File: config.mk
export PLATFORM = sky130hd
export DESIGN_NAME = led_pattern_sequencer_unit
export DESIGN_NICKNAME = d
export VERILOG_FILES = /design/src/hw/rtl/lps_pkg.sv /design/src/hw/rtl/lps_step_gen.sv /design/src/hw/rtl/lps_seq_core.sv /design/src/hw/rtl/led_pattern_sequencer_unit.sv
export SDC_FILE = /design/constraint.sdc
export NUM_CORES = 1
export LEC_CHECK = 0
export BUFFER_PORTS_ARGS = -buffer_cell sky130_fd_sc_hd__buf_4
export CAP_MARGIN = 5
export CORE_ASPECT_RATIO = 0.8
export CORE_MARGIN = 2
export CORE_UTILIZATION = 45
export DETAILED_ROUTE_END_ITERATION = 8
export SLEW_MARGIN = 0
export SYNTH_ARGS = -nofsm -noshare
export SYNTH_HDL_FRONTEND = slang
export SYNTH_SLANG_ARGS = --single-unit
File: constraint.sdc
create_clock -name clk_i -period 14.2 [get_ports clk_i]
set_clock_uncertainty 0.05 [all_clocks]
set_input_delay 4.26 -clock clk_i [delete_from_list [all_inputs] [get_ports clk_i]]
set_output_delay 4.26 -clock clk_i [all_outputs]
set_load 0.1 [all_outputs]
File: src/hw/rtl/lps_pkg.sv
`default_nettype none

package lps_pkg;

  // Number of LEDs driven by the sequencer (valid range 2 to 16).
  localparam int unsigned NumLeds = 8;

  // Step counter width: the longest effect (marquee) has 4 * NumLeds + 1 steps.
  localparam int unsigned StepW   = $clog2(4 * NumLeds + 2);
  localparam int unsigned DelayW  = 12;
  localparam int unsigned WaitW   = DelayW + 2;
  localparam int unsigned RepW    = 8;
  localparam int unsigned EffW    = 4;
  localparam int unsigned LedOutW = 8;
  localparam int unsigned LedExtW = (NumLeds > LedOutW) ? NumLeds : LedOutW;

  localparam logic [DelayW-1:0] StepDelayRst   = DelayW'(50);
  localparam logic [RepW-1:0]   RepeatCountRst = RepW'(4);

  typedef enum logic {
    REQ_TICK  = 1'b0,
    REQ_START = 1'b1
  } req_type_e;

  typedef enum logic {
    CFG_STEP_DELAY   = 1'b0,
    CFG_REPEAT_COUNT = 1'b1
  } cfg_idx_e;

  typedef enum logic [EffW-1:0] {
    EFF_DOUBLE      = 4'd0,
    EFF_DOUBLE_REV  = 4'd1,
    EFF_FWD_BACK    = 4'd2,
    EFF_BACK_FWD    = 4'd3,
    EFF_BLINK_SLOW  = 4'd4,
    EFF_BLINK_FAST  = 4'd5,
    EFF_JAWS        = 4'd6,
    EFF_MARQUEE     = 4'd7,
    EFF_FAST_FWD    = 4'd8,
    EFF_FAST_REV    = 4'd9
  } effect_e;

  typedef enum logic [1:0] {
    DK_BASE = 2'd0,
    DK_X4   = 2'd1,
    DK_HALF = 2'd2
  } delay_kind_e;

  typedef struct packed {
    logic                req_type;
    logic [EffW-1:0]     pattern_sel;
  } cmd_t;

  typedef struct packed {
    logic                finished;
    logic                busy_res;
    logic [LedOutW-1:0]  led_bits;
  } res_t;

  typedef struct packed {
    logic                running;
    logic [NumLeds-1:0]  leds;
  } stat_t;

endpackage

`default_nettype wire

File: src/hw/rtl/lps_step_gen.sv
`default_nettype none

// Decodes one step of an effect and applies it to the current LED levels.
module lps_step_gen (
  input  wire logic [lps_pkg::EffW-1:0]    effect_i,
  input  wire logic [lps_pkg::StepW-1:0]   index_i,
  input  wire logic [lps_pkg::DelayW-1:0]  step_delay_i,
  input  wire logic [lps_pkg::NumLeds-1:0] leds_i,
  output logic      [lps_pkg::NumLeds-1:0] leds_o,
  output logic      [lps_pkg::WaitW-1:0]   wait_o
);

  localparam logic [lps_pkg::StepW-1:0] N  = lps_pkg::StepW'(lps_pkg::NumLeds);
  localparam logic [lps_pkg::StepW-1:0] H  = lps_pkg::StepW'(lps_pkg::NumLeds / 2);
  localparam logic [lps_pkg::StepW-1:0] H2 = lps_pkg::StepW'(2 * (lps_pkg::NumLeds / 2));
  localparam logic [lps_pkg::StepW-1:0] N2 = lps_pkg::StepW'(2 * lps_pkg::NumLeds);
  localparam logic [lps_pkg::StepW-1:0] N4 = lps_pkg::StepW'(4 * lps_pkg::NumLeds);

  // One-hot LED mask, counted from either end of the bar.
  function automatic logic [lps_pkg::NumLeds-1:0] sweep_bit(
    input logic rev, input logic [lps_pkg::StepW-1:0] k);
    logic [lps_pkg::StepW-1:0] pos;
    pos = rev ? (N - lps_pkg::StepW'(1) - k) : k;
    return lps_pkg::NumLeds'(1) << pos;
  endfunction

  logic                             clr;
  logic                             set_all;
  logic [lps_pkg::NumLeds-1:0]      flip;
  lps_pkg::delay_kind_e             dkind;
  logic                             r1;
  logic                             r2;
  logic [lps_pkg::StepW-1:0]        k;
  logic [lps_pkg::NumLeds-1:0]      base;
  logic [lps_pkg::WaitW-1:0]        dly;

  always_comb begin
    clr     = 1'b0;
    set_all = 1'b0;
    flip    = '0;
    dkind   = lps_pkg::DK_BASE;
    r1      = (effect_i == lps_pkg::EFF_DOUBLE_REV) || (effect_i == lps_pkg::EFF_BACK_FWD);
    r2      = (effect_i == lps_pkg::EFF_DOUBLE_REV) || (effect_i == lps_pkg::EFF_FWD_BACK);
    k       = (index_i < H) ? index_i : (H2 - lps_pkg::StepW'(1) - index_i);
    unique case (effect_i) inside
      lps_pkg::EFF_DOUBLE, lps_pkg::EFF_DOUBLE_REV,
      lps_pkg::EFF_FWD_BACK, lps_pkg::EFF_BACK_FWD: begin
        // Fill pass, one idle step, the clearing pass, then one more idle step.
        if (index_i < N) begin
          clr  = (index_i == '0);
          flip = sweep_bit(r1, index_i);
        end else if (index_i > N && index_i < N2 + lps_pkg::StepW'(1)) begin
          flip = sweep_bit(r2, index_i - N - lps_pkg::StepW'(1));
        end
      end
      lps_pkg::EFF_BLINK_SLOW: begin
        dkind = lps_pkg::DK_X4;
        if (index_i == '0) begin
          set_all = 1'b1;
        end else begin
          clr = 1'b1;
        end
      end
      lps_pkg::EFF_BLINK_FAST: begin
        if (index_i[0]) begin
          clr = 1'b1;
        end else begin
          set_all = 1'b1;
        end
      end
      lps_pkg::EFF_JAWS: begin
        // Both ends close toward the middle, then open again.
        if (index_i < H2) begin
          clr  = (index_i == '0);
          flip = sweep_bit(1'b0, k) | sweep_bit(1'b1, k);
        end
      end
      lps_pkg::EFF_MARQUEE: begin
        if (index_i < N2) begin
          clr  = (index_i == '0);
          flip = sweep_bit(1'b0, index_i >> 1);
        end else if (index_i < N4) begin
          clr  = (index_i == N2);
          flip = sweep_bit(1'b1, (index_i - N2) >> 1);
        end
      end
      lps_pkg::EFF_FAST_FWD, lps_pkg::EFF_FAST_REV: begin
        dkind = lps_pkg::DK_HALF;
        clr   = (index_i == '0);
        flip  = sweep_bit(effect_i == lps_pkg::EFF_FAST_REV, index_i >> 1);
      end
      default: begin
      end
    endcase

    base = leds_i;
    if (clr) begin
      base = '0;
    end
    if (set_all) begin
      base = '1;
    end
    leds_o = base ^ flip;

    case (dkind)
      lps_pkg::DK_X4:   dly = {step_delay_i, 2'b00};
      lps_pkg::DK_HALF: dly = lps_pkg::WaitW'(step_delay_i >> 1);
      default:          dly = lps_pkg::WaitW'(step_delay_i);
    endcase
    wait_o = (dly == '0) ? lps_pkg::WaitW'(1) : dly;
  end

endmodule

`default_nettype wire

File: src/hw/rtl/lps_seq_core.sv
`default_nettype none

// Sequencer state: effect, repeat and step counters, tick countdown.
module lps_seq_core (
  input  wire logic                        clk_i,
  input  wire logic                        rst_ni,
  input  wire logic                        accept_i,
  input  wire lps_pkg::cmd_t               cmd_i,
  input  wire logic [lps_pkg::DelayW-1:0]  step_delay_i,
  input  wire logic [lps_pkg::RepW-1:0]    repeat_count_i,
  output lps_pkg::res_t                    res_o,
  output lps_pkg::stat_t                   stat_o
);

  function automatic logic [lps_pkg::StepW-1:0] step_total(input logic [lps_pkg::EffW-1:0] e);
    unique case (e) inside
      lps_pkg::EFF_DOUBLE, lps_pkg::EFF_DOUBLE_REV,
      lps_pkg::EFF_FWD_BACK, lps_pkg::EFF_BACK_FWD:
        return lps_pkg::StepW'(2 * lps_pkg::NumLeds + 2);
      lps_pkg::EFF_BLINK_SLOW: return lps_pkg::StepW'(2);
      lps_pkg::EFF_BLINK_FAST: return lps_pkg::StepW'(4);
      lps_pkg::EFF_JAWS:       return lps_pkg::StepW'(2 * (lps_pkg::NumLeds / 2) + 1);
      lps_pkg::EFF_MARQUEE:    return lps_pkg::StepW'(4 * lps_pkg::NumLeds + 1);
      lps_pkg::EFF_FAST_FWD, lps_pkg::EFF_FAST_REV:
        return lps_pkg::StepW'(2 * lps_pkg::NumLeds);
      default:                 return '0;
    endcase
  endfunction

  logic [lps_pkg::NumLeds-1:0] led_q, led_d;
  logic [lps_pkg::EffW-1:0]    eff_q, eff_d;
  logic [lps_pkg::RepW-1:0]    rep_q, rep_d;
  logic [lps_pkg::StepW-1:0]   idx_q, idx_d;
  logic [lps_pkg::WaitW-1:0]   wait_q, wait_d;
  logic                        run_q, run_d;
  logic                        fin;

  logic [lps_pkg::EffW-1:0]    gen_eff;
  logic [lps_pkg::StepW-1:0]   gen_idx;
  logic [lps_pkg::StepW-1:0]   idx_inc;
  logic [lps_pkg::RepW-1:0]    rep_dec;
  logic                        wrap;
  logic [lps_pkg::NumLeds-1:0] gen_leds;
  logic [lps_pkg::WaitW-1:0]   gen_wait;
  logic [lps_pkg::LedExtW-1:0] led_ext;
  logic                        is_start;

  assign is_start = (cmd_i.req_type == lps_pkg::REQ_START);
  assign idx_inc  = idx_q + lps_pkg::StepW'(1);
  assign wrap     = (idx_inc >= step_total(eff_q));
  assign rep_dec  = rep_q - lps_pkg::RepW'(1);
  // A start always begins at step zero; a tick begins the next step or the next repeat.
  assign gen_eff  = is_start ? cmd_i.pattern_sel : eff_q;
  assign gen_idx  = (is_start || wrap) ? '0 : idx_inc;

  lps_step_gen u_step_gen (
    .effect_i     (gen_eff),
    .index_i      (gen_idx),
    .step_delay_i (step_delay_i),
    .leds_i       (led_q),
    .leds_o       (gen_leds),
    .wait_o       (gen_wait)
  );

  always_comb begin
    led_d  = led_q;
    eff_d  = eff_q;
    rep_d  = rep_q;
    idx_d  = idx_q;
    wait_d = wait_q;
    run_d  = run_q;
    fin    = 1'b0;
    if (is_start) begin
      if (!run_q) begin
        eff_d = cmd_i.pattern_sel;
        idx_d = '0;
        if (cmd_i.pattern_sel > lps_pkg::EFF_FAST_REV || repeat_count_i == '0) begin
          rep_d  = '0;
          wait_d = '0;
          fin    = 1'b1;
        end else begin
          rep_d  = repeat_count_i;
          run_d  = 1'b1;
          led_d  = gen_leds;
          wait_d = gen_wait;
        end
      end
    end else if (run_q) begin
      if (wait_q > lps_pkg::WaitW'(1)) begin
        wait_d = wait_q - lps_pkg::WaitW'(1);
      end else if (wrap) begin
        rep_d = rep_dec;
        idx_d = '0;
        if (rep_dec == '0) begin
          run_d  = 1'b0;
          wait_d = '0;
          fin    = 1'b1;
        end else begin
          led_d  = gen_leds;
          wait_d = gen_wait;
        end
      end else begin
        idx_d  = idx_inc;
        led_d  = gen_leds;
        wait_d = gen_wait;
      end
    end
  end

  always_ff @(posedge clk_i or negedge rst_ni) begin
    if (!rst_ni) begin
      led_q  <= '0;
      eff_q  <= '0;
      rep_q  <= '0;
      idx_q  <= '0;
      wait_q <= '0;
      run_q  <= 1'b0;
    end else if (accept_i) begin
      led_q  <= led_d;
      eff_q  <= eff_d;
      rep_q  <= rep_d;
      idx_q  <= idx_d;
      wait_q <= wait_d;
      run_q  <= run_d;
    end
  end

  assign led_ext         = lps_pkg::LedExtW'(led_d);
  assign res_o.led_bits  = led_ext[lps_pkg::LedOutW-1:0];
  assign res_o.busy_res  = run_d;
  assign res_o.finished  = fin;
  assign stat_o.running  = run_q;
  assign stat_o.leds     = led_q;

endmodule

`default_nettype wire

File: src/hw/rtl/led_pattern_sequencer_unit.sv
// LED pattern sequencer: steps a bar of LEDs through one of ten effects.
//
// Input stream (s_axis_*): one beat is either a one-millisecond tick
// (tuser = 0) or a start request (tuser = 1) carrying the effect number in
// tdata[3:0]. Effects 10 to 15 end at once, as does a start with a repeat
// count of zero; a start while an effect runs is ignored.
// Output stream (m_axis_*): exactly one result beat per input beat, carrying
// the LED levels after the beat, a busy flag and a finished flag.
// Configuration: cfg_we_i writes cfg_data_i into the register chosen by
// cfg_idx_i (0 = step delay in ticks, 1 = repeat count). Write only while
// no result is outstanding.
//
// The sequencer state and the result register both load on the edge that
// accepts the beat. A beat can be accepted every cycle while the receiver
// takes each result; the only storage in the path is the single result
// register. When the receiver stalls, the result holds and s_axis_tready
// drops until the result beat is taken; a new beat is accepted in the same
// cycle in which the held result leaves.
// Reset turns all LEDs off, stops any effect, clears the output register
// and restores step delay 50 and repeat count 4.

`default_nettype none

module led_pattern_sequencer_unit (
  input  wire logic                        clk_i,
  input  wire logic                        rst_ni,
  input  wire logic                        cfg_we_i,
  input  wire logic                        cfg_idx_i,
  input  wire logic [lps_pkg::DelayW-1:0]  cfg_data_i,
  input  wire logic                        s_axis_tvalid,
  output logic                             s_axis_tready,
  input  wire logic [7:0]                  s_axis_tdata,   // [3:0] pattern_sel, [7:4] zero
  input  wire logic                        s_axis_tuser,   // [0] req_type
  output logic                             m_axis_tvalid,
  input  wire logic                        m_axis_tready,
  output logic [15:0]                      m_axis_tdata    // [7:0] led_bits, [8] busy_res,
                                                           // [9] finished, [15:10] zero
);

  logic [lps_pkg::DelayW-1:0] step_delay_q;
  logic [lps_pkg::RepW-1:0]   repeat_count_q;
  logic                       out_valid_q, out_valid_d;
  lps_pkg::res_t              res_q;
  lps_pkg::res_t              res_d;
  lps_pkg::stat_t             stat;
  lps_pkg::cmd_t              cmd;
  logic                       s_accept;

  // Configuration registers. The delay is sampled when each step begins,
  // so a write between effects takes hold at the next step.
  always_ff @(posedge clk_i or negedge rst_ni) begin
    if (!rst_ni) begin
      step_delay_q   <= lps_pkg::StepDelayRst;
      repeat_count_q <= lps_pkg::RepeatCountRst;
    end else if (cfg_we_i) begin
      unique case (cfg_idx_i)
        lps_pkg::CFG_STEP_DELAY:   step_delay_q   <= cfg_data_i;
        lps_pkg::CFG_REPEAT_COUNT: repeat_count_q <= cfg_data_i[lps_pkg::RepW-1:0];
        default: begin
        end
      endcase
    end
  end

  // The input side is free whenever the result register is empty or is
  // being drained in this very cycle.
  assign s_axis_tready    = !out_valid_q || m_axis_tready;
  assign s_accept         = s_axis_tvalid && s_axis_tready;
  assign cmd.req_type     = s_axis_tuser;
  assign cmd.pattern_sel  = s_axis_tdata[lps_pkg::EffW-1:0];

  lps_seq_core u_seq_core (
    .clk_i          (clk_i),
    .rst_ni         (rst_ni),
    .accept_i       (s_accept),
    .cmd_i          (cmd),
    .step_delay_i   (step_delay_q),
    .repeat_count_i (repeat_count_q),
    .res_o          (res_d),
    .stat_o         (stat)
  );

  always_comb begin
    out_valid_d = out_valid_q;
    if (s_accept) begin
      out_valid_d = 1'b1;
    end else if (m_axis_tready) begin
      out_valid_d = 1'b0;
    end
  end

  always_ff @(posedge clk_i or negedge rst_ni) begin
    if (!rst_ni) begin
      out_valid_q <= 1'b0;
    end else begin
      out_valid_q <= out_valid_d;
    end
  end

  // Result payload: loaded only with an accepted beat.
  always_ff @(posedge clk_i or negedge rst_ni) begin
    if (!rst_ni) begin
      res_q <= '0;
    end else if (s_accept) begin
      res_q <= res_d;
    end
  end

  assign m_axis_tvalid = out_valid_q;
  assign m_axis_tdata  = 16'(res_q);

  // An effect can never be both finished and still running.
  a_fin_not_busy: assert property (@(posedge clk_i) disable iff (!rst_ni)
    m_axis_tvalid |-> !(m_axis_tdata[9] && m_axis_tdata[8]))
    else $error("finished result still reports busy");

  // A valid start while idle must leave the sequencer running.
  a_start_runs: assert property (@(posedge clk_i) disable iff (!rst_ni)
    (s_accept && s_axis_tuser && !stat.running &&
     s_axis_tdata[lps_pkg::EffW-1:0] <= lps_pkg::EFF_FAST_REV && repeat_count_q != '0)
    |=> stat.running)
    else $error("start request did not launch an effect");

  // A tick while idle changes nothing.
  a_idle_tick: assert property (@(posedge clk_i) disable iff (!rst_ni)
    (s_accept && !s_axis_tuser && !stat.running)
    |=> (!stat.running && stat.leds == $past(stat.leds) && !res_q.finished))
    else $error("idle tick altered the sequencer state");

  // The result register mirrors the sequencer's running flag after a beat.
  a_busy_tracks: assert property (@(posedge clk_i) disable iff (!rst_ni)
    s_accept |=> (res_q.busy_res == stat.running))
    else $error("busy flag out of step with sequencer state");

endmodule

`default_nettype wire
Word-level counts from Yosys, hierarchy flattened
Index checks and enable logic that the tools add are counted.
Storage, ports and cells
  register bits: 63
  input bits: 27
  output and inout port bits: 18
  word-level logic and storage cells: 163
Operators by class
  add/sub/neg operators: 11
  $lt $le $gt $ge: 9
  equality and inequality tests: 25
  shifts and indexed selects: 7
  muxes and demuxes: 68
  bitwise gates (word level): 4
  reductions and logical operators: 29
Operators by type and width (count)
  $mux W8: 20
  $mux W14: 8
  $mux W6: 10
  $shl A1 B6 Y8 const A: 6
  $pmux W6 S6: 1
  $eq A4 B3 Y1 const B: 8
  $pmux W8 S4: 1
  $pmux W14 S2: 1
  $mux W1: 23
  $sub A3 B6 Y6 const A: 3
  $eq A4 B2 Y1 const B: 4
  $eq A4 B4 Y1 const B: 4
  $logic_not A8 Y1: 2
  $gt A14 B1 Y1 const B: 1
  $logic_not A14 Y1: 1
  $sub A14 B1 Y14 const B: 1
  $lt A6 B5 Y1 const B: 2
  $sub A3 B5 Y6 const A: 2
  $eq A4 B1 Y1 const B: 2
  $logic_not A4 Y1: 2
  $or A8 B8 Y8: 1
  $reduce_or A4 Y1: 2
  $shl A1 B5 Y8 const A: 1
  $sub A8 B1 Y8 const B: 1
  other kinds (34): 46

Depth between registers and ports, before layout
  depth after elaboration: 20
  mapped depth: 23
  mapped depth without buffers: 18

Cells and area by module
A second synthesis with hierarchy kept.
Second synthesis, totals
  cells, all modules: 693
  area total of the unflattened synthesis: 6182.2 µm²
Modules (own cells, without submodules)
  lps_seq_core: times used 1, cells each 324, area each 3011.6 µm², sequential area each 1026.0 µm²
  lps_step_gen: times used 1, cells each 293, area each 1895.6 µm², sequential area each 0.0 µm²
  led_pattern_sequencer_unit: times used 1, cells each 76, area each 1275.0 µm², sequential area each 780.7 µm²

Least setup slack after synthesis
No wires, ideal clock.
  kind: input to output
  start: input port m_axis_tready
  end: output port s_axis_tready
  arrival time: 5.056 ns
  required time: 9.890 ns
  setup slack: 4.834 ns
  stages on the path: 1
  path buffers: 0
  cell sequence: nand2b_1
Between the ends
  cells in the longest elaborated chain, start to end: 1
RTL lines
  start, declared: line led_pattern_sequencer_unit.sv:35  | input wire logic m_axis_tready,
  $logic_or A1 B1 Y1: line led_pattern_sequencer_unit.sv:67  | assign s_axis_tready = !out_valid_q || m_axis_tready;
  end, declared: line led_pattern_sequencer_unit.sv:31  | output logic s_axis_tready,
No other way between the ends.

Worst setup path in the final report
Ends and elaborated chain as after synthesis.

==> key figures <==
Setup path
  • CP startpoint kind: input port
  • Worst setup EP type: output pin
  • Worst Path Required: ~9900 ps
  • CP Class: input port to output pin
  • CP max FO: 4
  • Arr. time, crit path: approximately 4800 ps

Logic synthesis
  • Yosys warnings: 0
  • Dominant synthesized flop cell: dfrtp_1
  • Cells after Synth: slightly below 700
  • Yosys reg bits: 63
  • Synth top area cells: dfrtp_1 26%, mux2_2 5.6%, o21ai_0 5.2%, ha_1 4.9%, nand2_1 3.9%
  • Synthesized area per cell: roughly 8.3 µm²
  • Post-synth top area share: a little over a quarter
  • Sequential area share after synthesis: approximately 28%
  • Post-synthesis cell type count: 92
  • Mapped cell area: roughly 5700 µm²
  • Ys async rst share: 100%
  • EDFF count, synth: 0
  • Area leader, netlist: dfrtp_1

Timing
  • Slew Viols, Final: 0
  • RSZ-0062 raised after global routing: false
  • Slew Limit Headroom: 23.2%
  • Fin crit share: between 60% and 70%
  • Fmax: ~110 MHz
  • Fin Setup TNS: 0 ps
  • Final setup viols: 0
  • Hold Vio Cnt, Final: 0
  • Worst-margin pin slew: ~1100 ps
  • Shortest period the worst path allows: approximately 9100 ps
  • Worst setup margin: 5110 ps

Power
  • Switching power: approximately 0.57 mW
  • Max IR drop VDD: about 96 µV
  • Gate power share: 54.4%
  • Clock power share: 20.7%
  • Leakage: roughly 2.5 nW
  • Cell area power density: about 180 nW/µm²
  • Cell-internal power: 0.571 mW
  • Sw frac: 49.8%
  • Sequential power share: between 20% and 30%

Placed design
  • DP Wirelength: 12.8 mm
  • Placement Setup Slack: a little over 5000 ps
  • Final GP Congestion: ~0.94
  • IO buf count: 34

Layout
  • Layout cells sized above 1: ~17%
  • Multi-input gate area: between 3000 and 4000 µm²
  • FF/Latch Area: ~1600 µm²
  • # fillers: 1185
  • Diode count: 0
  • Area growth from synthesis to layout: 11.1%
  • Post-layout util: just over 50%
  • Post-layout nets: between 700 and 800

Run
  • Max-cap violations: 0

Route
  • Detail-routed via count per cell: 6.35
  • Initial DRC Count: roughly 560
  • Post-DRT Antenna Nets: 0
  • Total number of vias: 5547
  • Routed WL per cell: around 20 µm
  • # DRC: 0
  • Pre-Repair DR Iteration Count: 7
  • DRT Wirelength: approximately 17 mm

Floorplan
  • Chip width: 129 µm
  • CORE AREA: ~12000 µm²
  • Die Ht: around 100 µm
  • Starting density of the core: a little under half
  • FP Rows: 36
  • Io pins: 45
  • Die area: approximately 14000 µm²

Global routing
  • First-pass GRT wire length: approximately 28 mm
  • Maximum number of pins on one net before global-route repair: 64
  • Total grt overflow: 0
  • Global Route Usage Sum: between 20% and 30%
  • Initial antenna violation count: 0
  • Vias in the first global route: between 5000 and 6000

CTS
  • CTS resizes: 0
  • Worst skew pair latency: ~320 ps
  • Root Driver: clkbuf_16
  • Setup Buffers After CTS: 0
  • Max clock buf depth: 2
  • H-tree levels: 3
  • Clock-pin slew on the worst setup and hold paths: 60 ps
  • TritonCTS clock tree: built
  • Hold_buf cts: 0
  • Total CTS buffers: 9
  • Clock sink total: 63

Status
  • Status: finished clean

Min path
  • Worst Hold Class: register to register
## kinds of logic (layout without fill, tap and decap cells)
group,after synthesis,after routing,share of synthesized area [%]
buffers and inverters,68,82,5.85
AOI/OAI and AO/OA,224,224,27.9
adders and majority gates,22,22,4.86
xor gates and xnor gates,12,12,2.32
DFF,63,63,27.9
other,1,6,0.0662
muxes,40,40,7.80
and+or+nand+nor,254,254,23.3
## critical path, cell delays in order
cell and delay, ps:
buf_4 70, nand2b_1 140, buf_4 310
## synthesized netlist by cell type (12+ instances only)
master / number
a22oi_1: 13
a21oi_1: 36
ha_1: 22
nand4_1: 15
nor2_1: 52
o21ai_0: 59
o211ai_1: 13
inv_1: 23
nand3_1: 25
or3_1: 12
clkbuf_1: 20
nor3_1: 29
nand2_1: 59
dfrtp_1: 59
mux2_2: 28
## metal layers
metal	global-route usage (%)	part of all wire, %	vias to the layer above
met3	5.61	8.0	28
met4	6.53	1.4	0
met1	41.8	49	2680
li1	-	-	2605
met5	0	0	-
met2	35.8	41	234
## state kept, by name (all words and copies together), names as in the netlist
| register | flops |
|---|---|
| m_axis_tdata | 1 |
| m_axis_tvalid | 1 |
| repeat_count_q | 8 |
| step_delay_q | 12 |
| u_seq_core.eff_q | 4 |
| u_seq_core.idx_q | 6 |
| u_seq_core.led_q | 8 |
| u_seq_core.rep_q | 8 |
| u_seq_core.run_q | 1 |
| u_seq_core.wait_q | 14 |
## path summary, 6_finish.rpt
| path | start | slack (ps) | cells after the start | end |
|---|---|---|---|---|
| hold reg to reg | u_seq_core.wait_q[12] | 470 | 2 | u_seq_core.wait_q[12] |
| setup / recovery | m_axis_tready | 5110 | 3 | s_axis_tready |
| setup reg to reg | u_seq_core.idx_q[0] | 8690 | 13 | u_seq_core.led_q[7] |
| hold / removal | u_seq_core.wait_q[12] | 470 | 2 | u_seq_core.wait_q[12] |
| min in group asynchronous | rst_ni | 3980 | 1 | step_delay_q[8] |
| max in group asynchronous | rst_ni | 9570 | 1 | u_seq_core.idx_q[5] |
## cell usage in the layout, fill, tap and decap left out, drive strengths merged, types with 15 or more instances in the layout
master	instances
o21ai	66
inv	26
nand4	15
nand3	26
ha	22
nor2	52
buf	39
a21oi	39
dfrtp	59
nand2	60
nor3	30
mux2	30
## stage by stage
| step | hold slack [ps] | std cells | instance area (µm²) | power, mW |
|---|---|---|---|---|
| global placement | 446 | 858 | 5970 | 0.876 |
| detailed placement | 455 | 858 | 5970 | 0.887 |
| global route | 493 | 874 | 6290 | 1.21 |
| finish | 468 | 874 | 6290 | 1.14 |
| floorplan | 415 | 689 | 5680 | 0.733 |
| CTS | 470 | 874 | 6290 | 1.13 |
## layout make-up
cell class                      instances  share of cell area (%)
Multi-Input combinational cell        558                    60.0
Sequential cell                        63                    25.1
Timing Repair Buffer                   39                    4.65
Clock buffer                           11                    3.70
Tap cell                              171                    3.40
Inverter                               27                    1.81
Clock inverter                          5                    1.31
## power groups by stage
stage	logic [mW]	registers, mW	clock network [mW]
global placement	0.593	0.282	0
global route	0.675	0.291	0.249
detailed placement	0.603	0.284	0
finish	0.618	0.283	0.236
floorplan	0.412	0.321	0
CTS	0.605	0.282	0.241
Note: power is estimated with default switching activity, not from simulation.
